File: config.mk
export PLATFORM = sky130hd
export DESIGN_NAME = tnau_sqrt
export DESIGN_NICKNAME = d
export VERILOG_FILES = /design/src/rtl/tnau_pkg.sv /design/src/rtl/tnau_sqrt.sv
export SDC_FILE = /design/constraint.sdc
export NUM_CORES = 1
export LEC_CHECK = 0
export ABC_AREA = 0
export BUFFER_PORTS_ARGS = -buffer_cell sky130_fd_sc_hd__buf_4
export CAP_MARGIN = 15
export CORE_MARGIN = 2
export CORE_UTILIZATION = 60
export DETAILED_ROUTE_END_ITERATION = 12
export GPL_ROUTABILITY_DRIVEN = 1
export PLACE_DENSITY = 0.9
export RECOVER_POWER = 100
export SLEW_MARGIN = 20
export SYNTH_ARGS = -nofsm -noshare
export SYNTH_HDL_FRONTEND = slang
export SYNTH_SLANG_ARGS = --single-unit
export TNS_END_PERCENT = 30
File: constraint.sdc
create_clock -name clk -period 6.75 [get_ports clk]
set_input_delay 1.0125 -clock clk [delete_from_list [all_inputs] [get_ports clk]]
set_output_delay 1.0125 -clock clk [all_outputs]
set_load 0.02 [all_outputs]
File: src/rtl/tnau_pkg.sv
`timescale 1ns / 1ps
// ----------------------------------------------------------------------------
// tnau_pkg
// Shared widths and the square root unit status record.
// ----------------------------------------------------------------------------
package tnau_pkg;

	localparam int ROOT_W = 52;            // root bits of the square root unit
	localparam int RAD_W  = 2 * ROOT_W;    // radicand bits
	localparam int COORD_W = 24;           // Q16.8 coordinate
	localparam int VERT_W  = 3 * COORD_W;  // one packed vertex {x, y, z}

	typedef struct packed {
		logic              busy;
		logic              done;
		logic [ROOT_W-1:0] root;
	} sqrt_stat_t;

endpackage

File: src/rtl/tnau_sqrt.sv
`timescale 1ns / 1ps
// ----------------------------------------------------------------------------
// tnau_sqrt
// Restoring integer square root, one root bit per cycle.
// ----------------------------------------------------------------------------
module tnau_sqrt (
	input  logic                          clk,
	input  logic                          arst_n,
	input  logic                          start,
	input  logic [tnau_pkg::RAD_W-1:0]    radicand,
	output tnau_pkg::sqrt_stat_t          stat
);

	localparam int RW = tnau_pkg::ROOT_W;
	localparam int CNT_W = $clog2(RW);

	logic [tnau_pkg::RAD_W-1:0] rad_q;
	logic [RW:0]                rem_q;
	logic [RW-1:0]              root_q;
	logic [CNT_W-1:0]           cnt_q;
	logic                       busy_q;
	logic                       done_q;

	logic [RW+2:0] rem_n;
	logic [RW+2:0] trial;
	logic [RW+2:0] diff;

	assign rem_n = {rem_q, rad_q[tnau_pkg::RAD_W-1 -: 2]};
	assign trial = {1'b0, root_q, 2'b01};
	assign diff  = rem_n - trial;

	always_ff @(posedge clk or negedge arst_n) begin
		if (!arst_n) begin
			busy_q <= 1'b0;
			done_q <= 1'b0;
			cnt_q  <= '0;
		end else begin
			done_q <= 1'b0;
			if (start) begin
				busy_q <= 1'b1;
				cnt_q  <= '0;
			end else if (busy_q) begin
				cnt_q <= cnt_q + 1'b1;
				if (cnt_q == CNT_W'(RW - 1)) begin
					busy_q <= 1'b0;
					done_q <= 1'b1;
				end
			end
		end
	end

	// Datapath: take two radicand bits, try the next root bit.
	always_ff @(posedge clk) begin
		if (start) begin
			rad_q  <= radicand;
			rem_q  <= '0;
			root_q <= '0;
		end else if (busy_q) begin
			rad_q <= {rad_q[tnau_pkg::RAD_W-3:0], 2'b00};
			if (rem_n >= trial) begin
				rem_q  <= diff[RW:0];
				root_q <= {root_q[RW-2:0], 1'b1};
			end else begin
				rem_q  <= rem_n[RW:0];
				root_q <= {root_q[RW-2:0], 1'b0};
			end
		end
	end

	assign stat.busy = busy_q;
	assign stat.done = done_q;
	assign stat.root = root_q;

	a_no_restart: assert property (@(posedge clk) disable iff (!arst_n)
		busy_q |-> !start) else $error("square root restarted while busy");

	a_done_after_busy: assert property (@(posedge clk) disable iff (!arst_n)
		done_q |-> $past(busy_q)) else $error("done without a running root");

	a_rem_bound: assert property (@(posedge clk) disable iff (!arst_n)
		busy_q |-> rem_q <= {root_q, 1'b0}) else $error("remainder above twice root");

endmodule

==> results of run 1 <==
Yosys cell counts, drive strengths merged (6+ instances only):
cell	n	area, µm²
a211oi	37	278
a21o	23	173
a21oi	75	387
a311oi	6	58.8
a31oi	11	75.1
and2	11	70.1
and3	12	75.1
buf	20	114
clkbuf	42	159
dfrtp	8	200
dfxtp	105	2100
edfxtp	104	3120
ha	55	688
inv	67	251
mux2	105	1180
mux2i	68	681
nand2	47	176
nand2b	10	62.6
nand3	10	50.1
nand4	13	87.6
nor2	154	578
nor2b	6	37.5
nor3	14	70.1
o21a	7	52.6
o21ai	33	169
o21bai	14	105
xnor2	25	219
xor2	21	184
layout make-up:
type | instances | share of cell area (%)
Clock buffer | 40 | 5.60
Clock inverter | 4 | 0.691
Inverter | 67 | 1.82
Multi-Input combinational cell | 823 | 43.1
Sequential cell | 217 | 38.9
Tap cell | 265 | 2.38
Timing Repair Buffer | 169 | 7.54
report_power, final:
part	internal (µW)	total, µW	switching, µW
Combinational	1250	2800	1550
Clock	867	1400	536
Sequential	1580	1700	119
Total	3690	5900	2210
sequential cells by signal (all words and copies together) (netlist names):
name / cells
busy_q: 1
cnt_q: 6
done_q: 1
rad_q: 104
rem_q: 53
root_q: 52
per-layer routing:
layer | share of wire, % | up-vias | track usage (%)
li1 | - | 4503 | -
met1 | 41 | 4431 | 31.2
met2 | 49 | 260 | 44.4
met3 | 7.8 | 53 | 7.70
met4 | 2.3 | 0 | 6.57
met5 | 0 | - | 0
critical path, stage by stage (launching register included):
cell     delay (ps)
dfrtp_1        2230
buf_4           990
buf_4           280
worst min path at each step:
| stage | startpoint | to | slack (ps) |
|---|---|---|---|
| final | arst_n | cnt_q[1] | 390 |
| after global routing | arst_n | cnt_q[1] | 400 |
| after CTS | arst_n | cnt_q[1] | 270 |
| after detailed placement | rem_q[1] | rem_q[1] | 490 |
| after global placement | rem_q[52] | rem_q[52] | 480 |
| after floorplan | rem_q[52] | rem_q[52] | 450 |
cell families (layout without fill, tap and decap cells):
kind of cell,after synthesis,count (layout),share of synthesized area (%)
fa+ha+maj,55,55,5.75
buf+inv,129,280,4.38
flops,217,217,45.4
simple gates,296,296,11.3
mux,173,173,15.6
xor+xnor,46,46,3.37
compound gates,253,253,14.3
stage by stage:
step / std cells / power (µW) / instance area, µm² / hold WS (ps) / utilization, %
after CTS: 1585 / 5900 / 14200 / 274 / 72.6
after floorplan: 1169 / 3930 / 12000 / 450 / -
after global routing: 1585 / 6290 / 13900 / 399 / 71.4
final: 1585 / 5900 / 13900 / 389 / 71.4
after detailed placement: 1541 / 4470 / 13300 / 490 / 68.1
after global placement: 1541 / 4400 / 13300 / 480 / 68.1
layout by cell type (no fill, tap or decap), types with 7 or more instances in the layout:
| cell type | count |
|---|---|
| and3_1 | 12 |
| a21o_1 | 23 |
| clkbuf_8 | 12 |
| ha_1 | 55 |
| xnor2_1 | 25 |
| nand3_1 | 10 |
| clkbuf_16 | 24 |
| dfrtp_1 | 8 |
| o21a_1 | 7 |
| nor2_1 | 154 |
| nand2b_1 | 10 |
| nand2_1 | 47 |
| o21bai_1 | 14 |
| nand4_1 | 12 |
| mux2_2 | 99 |
| xor2_1 | 21 |
| edfxtp_1 | 104 |
| a211oi_1 | 37 |
| mux2i_1 | 68 |
| nor3_1 | 14 |
| o21ai_0 | 30 |
| and2_1 | 7 |
| dfxtp_1 | 105 |
| a31oi_1 | 10 |
| inv_1 | 66 |
| clkbuf_1 | 61 |
| a21oi_1 | 74 |
| buf_4 | 111 |
==> metrics, run 1 <==
vias in the first global route 9,245; DR pass1 iterations 5; reg-to-reg setup timing slack 1660 ps; core area 19,500 µm²; hold-fix buffers at CTS 0; Setup Buffers After CTS 0; CTS sink count 217; FF-to-FF End rem_q[42]; Max H-tree Level 1; I/O Buffers 160; power per cell area 423 nW/µm²; clock buffer depth 3; Avg Synthesized Cell Area 10.2 µm²; CP Capture Point stat[53]; Mapped Cells 1,169; initial antenna violation count 0; Worst setup SP type flop; Main synth FF type dfxtp_1; CTS resizes 0; clk_lat worst skew 530 ps; TritonCTS buffer count 24; Vias/cell 5.83; ant diodes 0; global-route wire length before repair 45,300 µm; asr flop ratio synth 3.69%; Worst EP arrival 4080 ps; number of primary I/O pins 161; fmax 196 MHz; RePlAce Congestion 0.881; FF/Latch Area 5430 µm²; worst-margin pin slew 2800 ps; row cnt 51; DRC viols 0; syn_nets 1,331; Tmin final 5090 ps; setup_tns 0 ps; failing checks capacitance limit, slew limit; WL/cell 17.5 µm; critical path launch point busy_q; Multi-input gate area 6010 µm²; largest net degree at the start of global routing 87; Syn. warnings 0; die area 21,100 µm²; total of max-cap violations 3; CP endpoint kind primary output; Post-synth EDFFs 104; Max Slew Vio Count 226; final hold violations 0; Reg2Reg Launch Point root_q[2]; clock root buffer clkbuf_16; crit-path max FO 76; Final Worst Setup Slack 1660 ps; fillers 1,480; Post-Place Setup Slack 2600 ps; Mapped Area 12,000 µm²; Worst slew margin -86.8%; Max IR drop VDD 0.276 mV; Area Growth Syn to Fin 16.6%; Clk pin slew, worst setup/hold paths 60 ps; share of post-route cells with drive strength above 1 19.9%; DRT antenna net count 0; Yosys cell types 67; TritonCTS clock tree yes; RSZ-0062 raised after global routing no; global-route congestion overflow total 0; R2R cell count 12; Hold Crit Class input pin to asynchronous set/reset pin; Synth Register Bits 217; Worst Path Required 5740 ps; final setup fails 0; final worst clock skew 12.7 ps; final WL 27,800 µm; Seq/Total Area, Yosys 45.4%; Die Wd 145 µm; Final #Nets 1,464; initial cell density of the core 61.3%; period utilisation layout 75.4%; vias 9,247; critical path class flop to primary output; Post-DP HPWL 18,900 µm; Die H 145 µm; leakage 0.00603 µW; Global Route Usage Sum 25.6%; initial DRC count 456; status finished, violations left
Power figures use the tool's default switching activity.
==> run 2: changes to the inputs <==
Settings changed: ABC_AREA 0 to 1, CORE_UTILIZATION 60 to 59, PLACE_DENSITY 0.9 to 0.88.
Clock period 6.75 ns to 5.1 ns, I/O delays scaled along.
==> run 2 against run 1 <==
Effect of this change:
- the flow still finishes with violations (capacitance limit, slew limit)
- combinational power grew 83%
- clock skew grew 1.1 ps
- register-to-register slack lost 630 ps
- core utilization shrank 2.7 points
- area after synthesis grew 11%
- sequential cell count is the same
- design area grew 8.3%
- highest routed layer unchanged
==> metrics, run 2 <==
period utilisation layout 79.9%; Worst Path Required 5500 ps; Global Route Usage Sum 31.2%; area leader, netlist edfxtp_1; largest net degree at the start of global routing 125; Max IR drop VDD 0.365 mV; most frequent cells after synthesis nand2_1, inv_1, nor2_1; fmax 246 MHz; status finished, violations left; setup_tns 0 ps; Yosys cell types 44; ant diodes 0; Setup Buffers After CTS 0; asr flop ratio synth 3.69%; row cnt 54; die area 23,700 µm²; leakage 0.00781 µW; failing checks capacitance limit, slew limit; Synth Register Bits 217; crit-path max FO 124; biggest regs rad_q x104, rem_q x53, root_q x52; TritonCTS buffer count 23; Worst EP arrival 4470 ps; critical path class flop to flop; Area Growth Syn to Fin 13.7%; initial cell density of the core 60.5%; final WL 37,700 µm; power per cell area 593 nW/µm²; Avg Synthesized Cell Area 6.88 µm²; Yosys top cell area share 23.5%; Max Slew Vio Count 83; Hold Crit Class input pin to asynchronous set/reset pin; CTS sink count 217; DRC viols 0; Mapped Cells 1,930; final hold violations 0; worst-margin pin slew 2500 ps; final worst clock skew 13.8 ps; number of primary I/O pins 161; initial DRC count 862; DRT antenna net count 0; Seq/Total Area, Yosys 40.9%; most common cell in the netlist nand2_1; I/O Buffers 160; final setup fails 0; Top reg by flops rad_q; Syn. warnings 0; most frequent cells in the layout nand2_1, inv_1, nor2_1; Main synth FF type dfxtp_1; most common cell after layout, fill and taps aside nand2_1; Post-synth EDFFs 104; RePlAce Congestion 1.01; syn_nets 2,092; DR pass1 iterations 5; Mapped Area 13,300 µm²; global-route wire length before repair 59,400 µm; global-route congestion overflow total 0; TritonCTS clock tree yes; Post-DP HPWL 28,100 µm; Total Power 8960 µW; Die H 154 µm; Tmin final 4070 ps; Worst setup SP type flop; vias 12,400; Die Wd 154 µm; RSZ-0062 raised after global routing no; total of max-cap violations 2; vias in the first global route 12,000; Worst slew margin -66.7%; initial antenna violation count 0; placed cell count 2,315; core area 22,000 µm²; Final Worst Setup Slack 1030 ps; CTS resizes 0; Max H-tree Level 1; clock buffer depth 3; clk_lat worst skew 540 ps; Final #Nets 2,222; synth top area cells edfxtp_1, nand2_1, dfxtp_1; WL/cell 16.0 µm; non-filler instance count after layout 2,356; max reg flops 104; Post-Place Setup Slack 1570 ps; CP endpoint kind flop; Vias/cell 5.28; hold-fix buffers at CTS 0; share of post-route cells with drive strength above 1 8.24%; Clk pin slew, worst setup/hold paths 60 ps; clock root buffer clkbuf_16
## run 2: critical path, cell delays in order, from the launching register on
cell      delay (ps)
dfrtp_1          350
clkbuf_1        1780
nor2_2           210
inv_6            850
buf_4            490
o22ai_1          150
## run 2: through the flow
step                      instance area [µm²]  hold slack (ps)  utilization, %
after floorplan                         13300              430               -
after global placement                  14600              445            66.6
after detailed placement                14600              452            66.6
after CTS                               15300             24.2            69.8
after global routing                    15100              176            68.8
final                                   15100              151            68.8
## run 2: layout make-up
class | instances | area, µm²
clock buffers | 33 | 654
clock inverters | 8 | 55.1
fillers | 1888 | 6860
inverters | 287 | 1080
multi-input cells | 1362 | 6480
flip-flops and latches | 217 | 5430
well taps | 280 | 350
repair buffers | 169 | 1050
## run 2: cell families (layout without fill, tap and decap cells)
| group | after synthesis | in the layout | synth area share, % |
|---|---|---|---|
| buffers and inverters | 351 | 497 | 10.3 |
| AOI/OAI and AO/OA | 174 | 174 | 7.67 |
| and+or+nand+nor | 1106 | 1106 | 34.2 |
| DFF | 217 | 217 | 40.9 |
| adders and majority gates | 55 | 55 | 5.18 |
| xor gates and xnor gates | 27 | 27 | 1.78 |
## run 2: per-layer routing
metal	vias up	GRT usage (%)	wire length [µm]
li1	6350	-	-
met1	5587	40.5	16200
met2	420	52.7	17400
met3	89	5.44	2600
met4	0	11.1	1460
met5	-	0	0
## run 2: worst paths after layout
| check | startpoint | cells past startpoint | end | slack, ps |
|---|---|---|---|---|
| min in group clk | rem_q[51] | 2 | rem_q[51] | 460 |
| max in group asynchronous | arst_n | 1 | cnt_q[3] | 4630 |
| min reg2reg | rem_q[51] | 2 | rem_q[51] | 460 |
| max reg2reg | busy_q | 5 | root_q[26] | 1030 |
| min | arst_n | 1 | cnt_q[0] | 150 |
| max | busy_q | 5 | root_q[26] | 1030 |
## run 2: power breakdown
part           leakage (µW)  internal (µW)  switching [µW]
Combinational       0.00537           1650            3460
Sequential          0.00211           2090             165
Clock              0.000335            895             702
Total               0.00781           4640            4320
==> run 3: changes to the inputs <==
Settings changed: ABC_AREA 1 to 0, CORE_UTILIZATION 59 to 58, PLACE_DENSITY 0.88 to 0.87.
Clock period 5.1 ns to 4.2 ns, I/O delays scaled along.
==> run 3 against run 2 <==
Effect of this change:
- the run still ends with capacitance limit, slew limit left
- total power up 5.5%
- largest power group unchanged
- fmax up 5.1%
- core utilization up 0.18 points
- critical path depth up 7
- clock-buffer cell count down 1
- highest routed layer unchanged
- sequential cell count unchanged
- largest cell class unchanged
==> metrics, run 3 (same netlist as run 1, synthesis figures left out) <==
WL/cell 16.8 µm; Max Used Layer met4; Net Switching 3580 µW; Clk pin slew, worst setup/hold paths 70 ps; sw frac 37.8%; Post-Place Setup Slack 586 ps; Tmin final 3870 ps; number of primary I/O pins 161; most frequent cells in the layout nor2_1, buf_4, dfxtp_1; Max IR drop VDD 0.513 mV; CP Depth 12; initial cell density of the core 59.1%; DRC viols 0; Min Hold Slack 377 ps; die area 21,800 µm²; Hold Crit Class input pin to flop; TritonCTS buffer count 24; final WL 26,800 µm; status finished, violations left; reg-to-reg setup timing slack 330 ps; Worst Path Required 4620 ps; R2R cell count 12; FF-to-FF End rem_q[42]; Reg2Reg Launch Point root_q[2]; crit path buf inv count 2; period utilisation layout 92.2%; CP Cell Sequence inv_1 -> ha_1 -> a21oi_1 -> a2bb2oi_1 -> a21oi_1 -> a311oi_1 -> a21oi_1 -> a41o_1 -> a21oi_4 -> buf_4 -> mux2_2 -> a22o_1; total of max-cap violations 4; Final Worst Setup Slack 326 ps; routed wl met3 2150 µm; row cnt 52; global-route wire length before repair 44,100 µm; CP max stage delay 520 ps; max reg flops 104; Total Power 9460 µW; Comb power frac 47.8%; CP endpoint kind flop; delay-heaviest family, CP compound AO/OA/AOI/OAI gates; DR pass1 iterations 5; initial DRC count 523; largest net degree at the start of global routing 80; clock buffer depth 3; utilization after layout 68.9%; CP max stage cell a311oi_1; final worst clock skew 18.1 ps; clk_lat worst skew 540 ps; hold_sp radicand[0]; final hold violations 0; worst-margin pin slew 2590 ps; failing checks capacitance limit, slew limit; most common cell after layout, fill and taps aside nor2_1; met2 WL 12,800 µm; crit-path max FO 32; hold path depth 2; met1 wire length 11,300 µm; initial antenna violation count 0; Setup Buffers After CTS 0; core area 20,200 µm²; biggest regs rad_q x104, rem_q x53, root_q x52; setup_tns 0 ps; RSZ-0062 raised after global routing no; clock root buffer clkbuf_16; CTS sink count 217; vias in the first global route 9,177; Worst setup SP type flop; Worst slew margin -72.9%; Worst Hold End rad_q[0]; DRT antenna net count 0; I/O Buffers 160; Sequential Power Share 28.8%; Area Growth Syn to Fin 16.6%; Global Route Usage Sum 24.2%; final setup fails 0; RePlAce Congestion 0.912; global-route congestion overflow total 0; Max H-tree Level 1; power per cell area 678 nW/µm²; Worst EP arrival 4300 ps; Max Slew Vio Count 263; fmax 258 MHz; Die Wd 148 µm; ant diodes 0; Int Power 5880 µW; Top cell by count, worst path a21oi_1; Post-DP HPWL 18,300 µm; vias 9,225; Top reg by flops rad_q; Vias/cell 5.79; Clk pwr share 23.4%; share of post-route cells with drive strength above 1 20.2%; Die H 148 µm; Final #Nets 1,467; critical path class flop to flop; TritonCTS clock tree yes; leakage 0.00602 µW
==> run 3: cell types whose count changed in the layout (fill, tap and decap cells not counted), moves of 36 or more <==
cell,before,now
nand3_1,96,10
a211oi_1,1,37
mux2i_1,0,68
nor2_1,117,154
mux2_2,0,102
nand2_1,806,47
inv_1,281,66
o22ai_1,51,0
==> run 3: worst max path at each step <==
stage	startpoint	to	slack [ps]
2_1_floorplan	start	rad_q[0]	480
3_3_place_gp	root_q[8]	rem_q[42]	770
3_5_place_dp	root_q[2]	rem_q[42]	590
4_1_cts	root_q[2]	rem_q[42]	550
5_1_grt	root_q[2]	rem_q[35]	180
6_report	root_q[2]	rem_q[42]	330
==> run 3: layout make-up <==
class                           count  area [µm²]
Clock buffer                       32         671
Fill cell                        1553        6280
Clock inverter                     12         171
Sequential cell                   217        5430
Timing Repair Buffer              172        1090
Multi-Input combinational cell    823        6010
Tap cell                          270         338
Inverter                           67         251
==> run 3: repair_timing <==
item,CTS,global route
setup endpoints to repair,0,0
gates resized for setup,0,0
hold buffers,1,0
hold endpoints to repair,8,0
==> run 3: power by group through the flow <==
stage,clock network [µW],registers (µW),logic (µW)
floorplan,0,2710,3610
global placement,0,2750,4340
detailed placement,0,2760,4440
CTS,2240,2720,4480
global route,2320,2750,5020
finish,2210,2720,4520
==> run 3: stage by stage <==
stage	std cells	instance area [µm²]
final	1593	14000
after global routing	1593	14000
after CTS	1593	14200
after detailed placement	1548	13300
after global placement	1548	13300
after floorplan	1169	12000
==> run 3: metal layers <==
metal / track usage, % / up-vias
li1: - / 4532
met1: 30.6 / 4363
met2: 41.3 / 285
met3: 6.91 / 45
met5: 0 / -
met4: 5.58 / 0
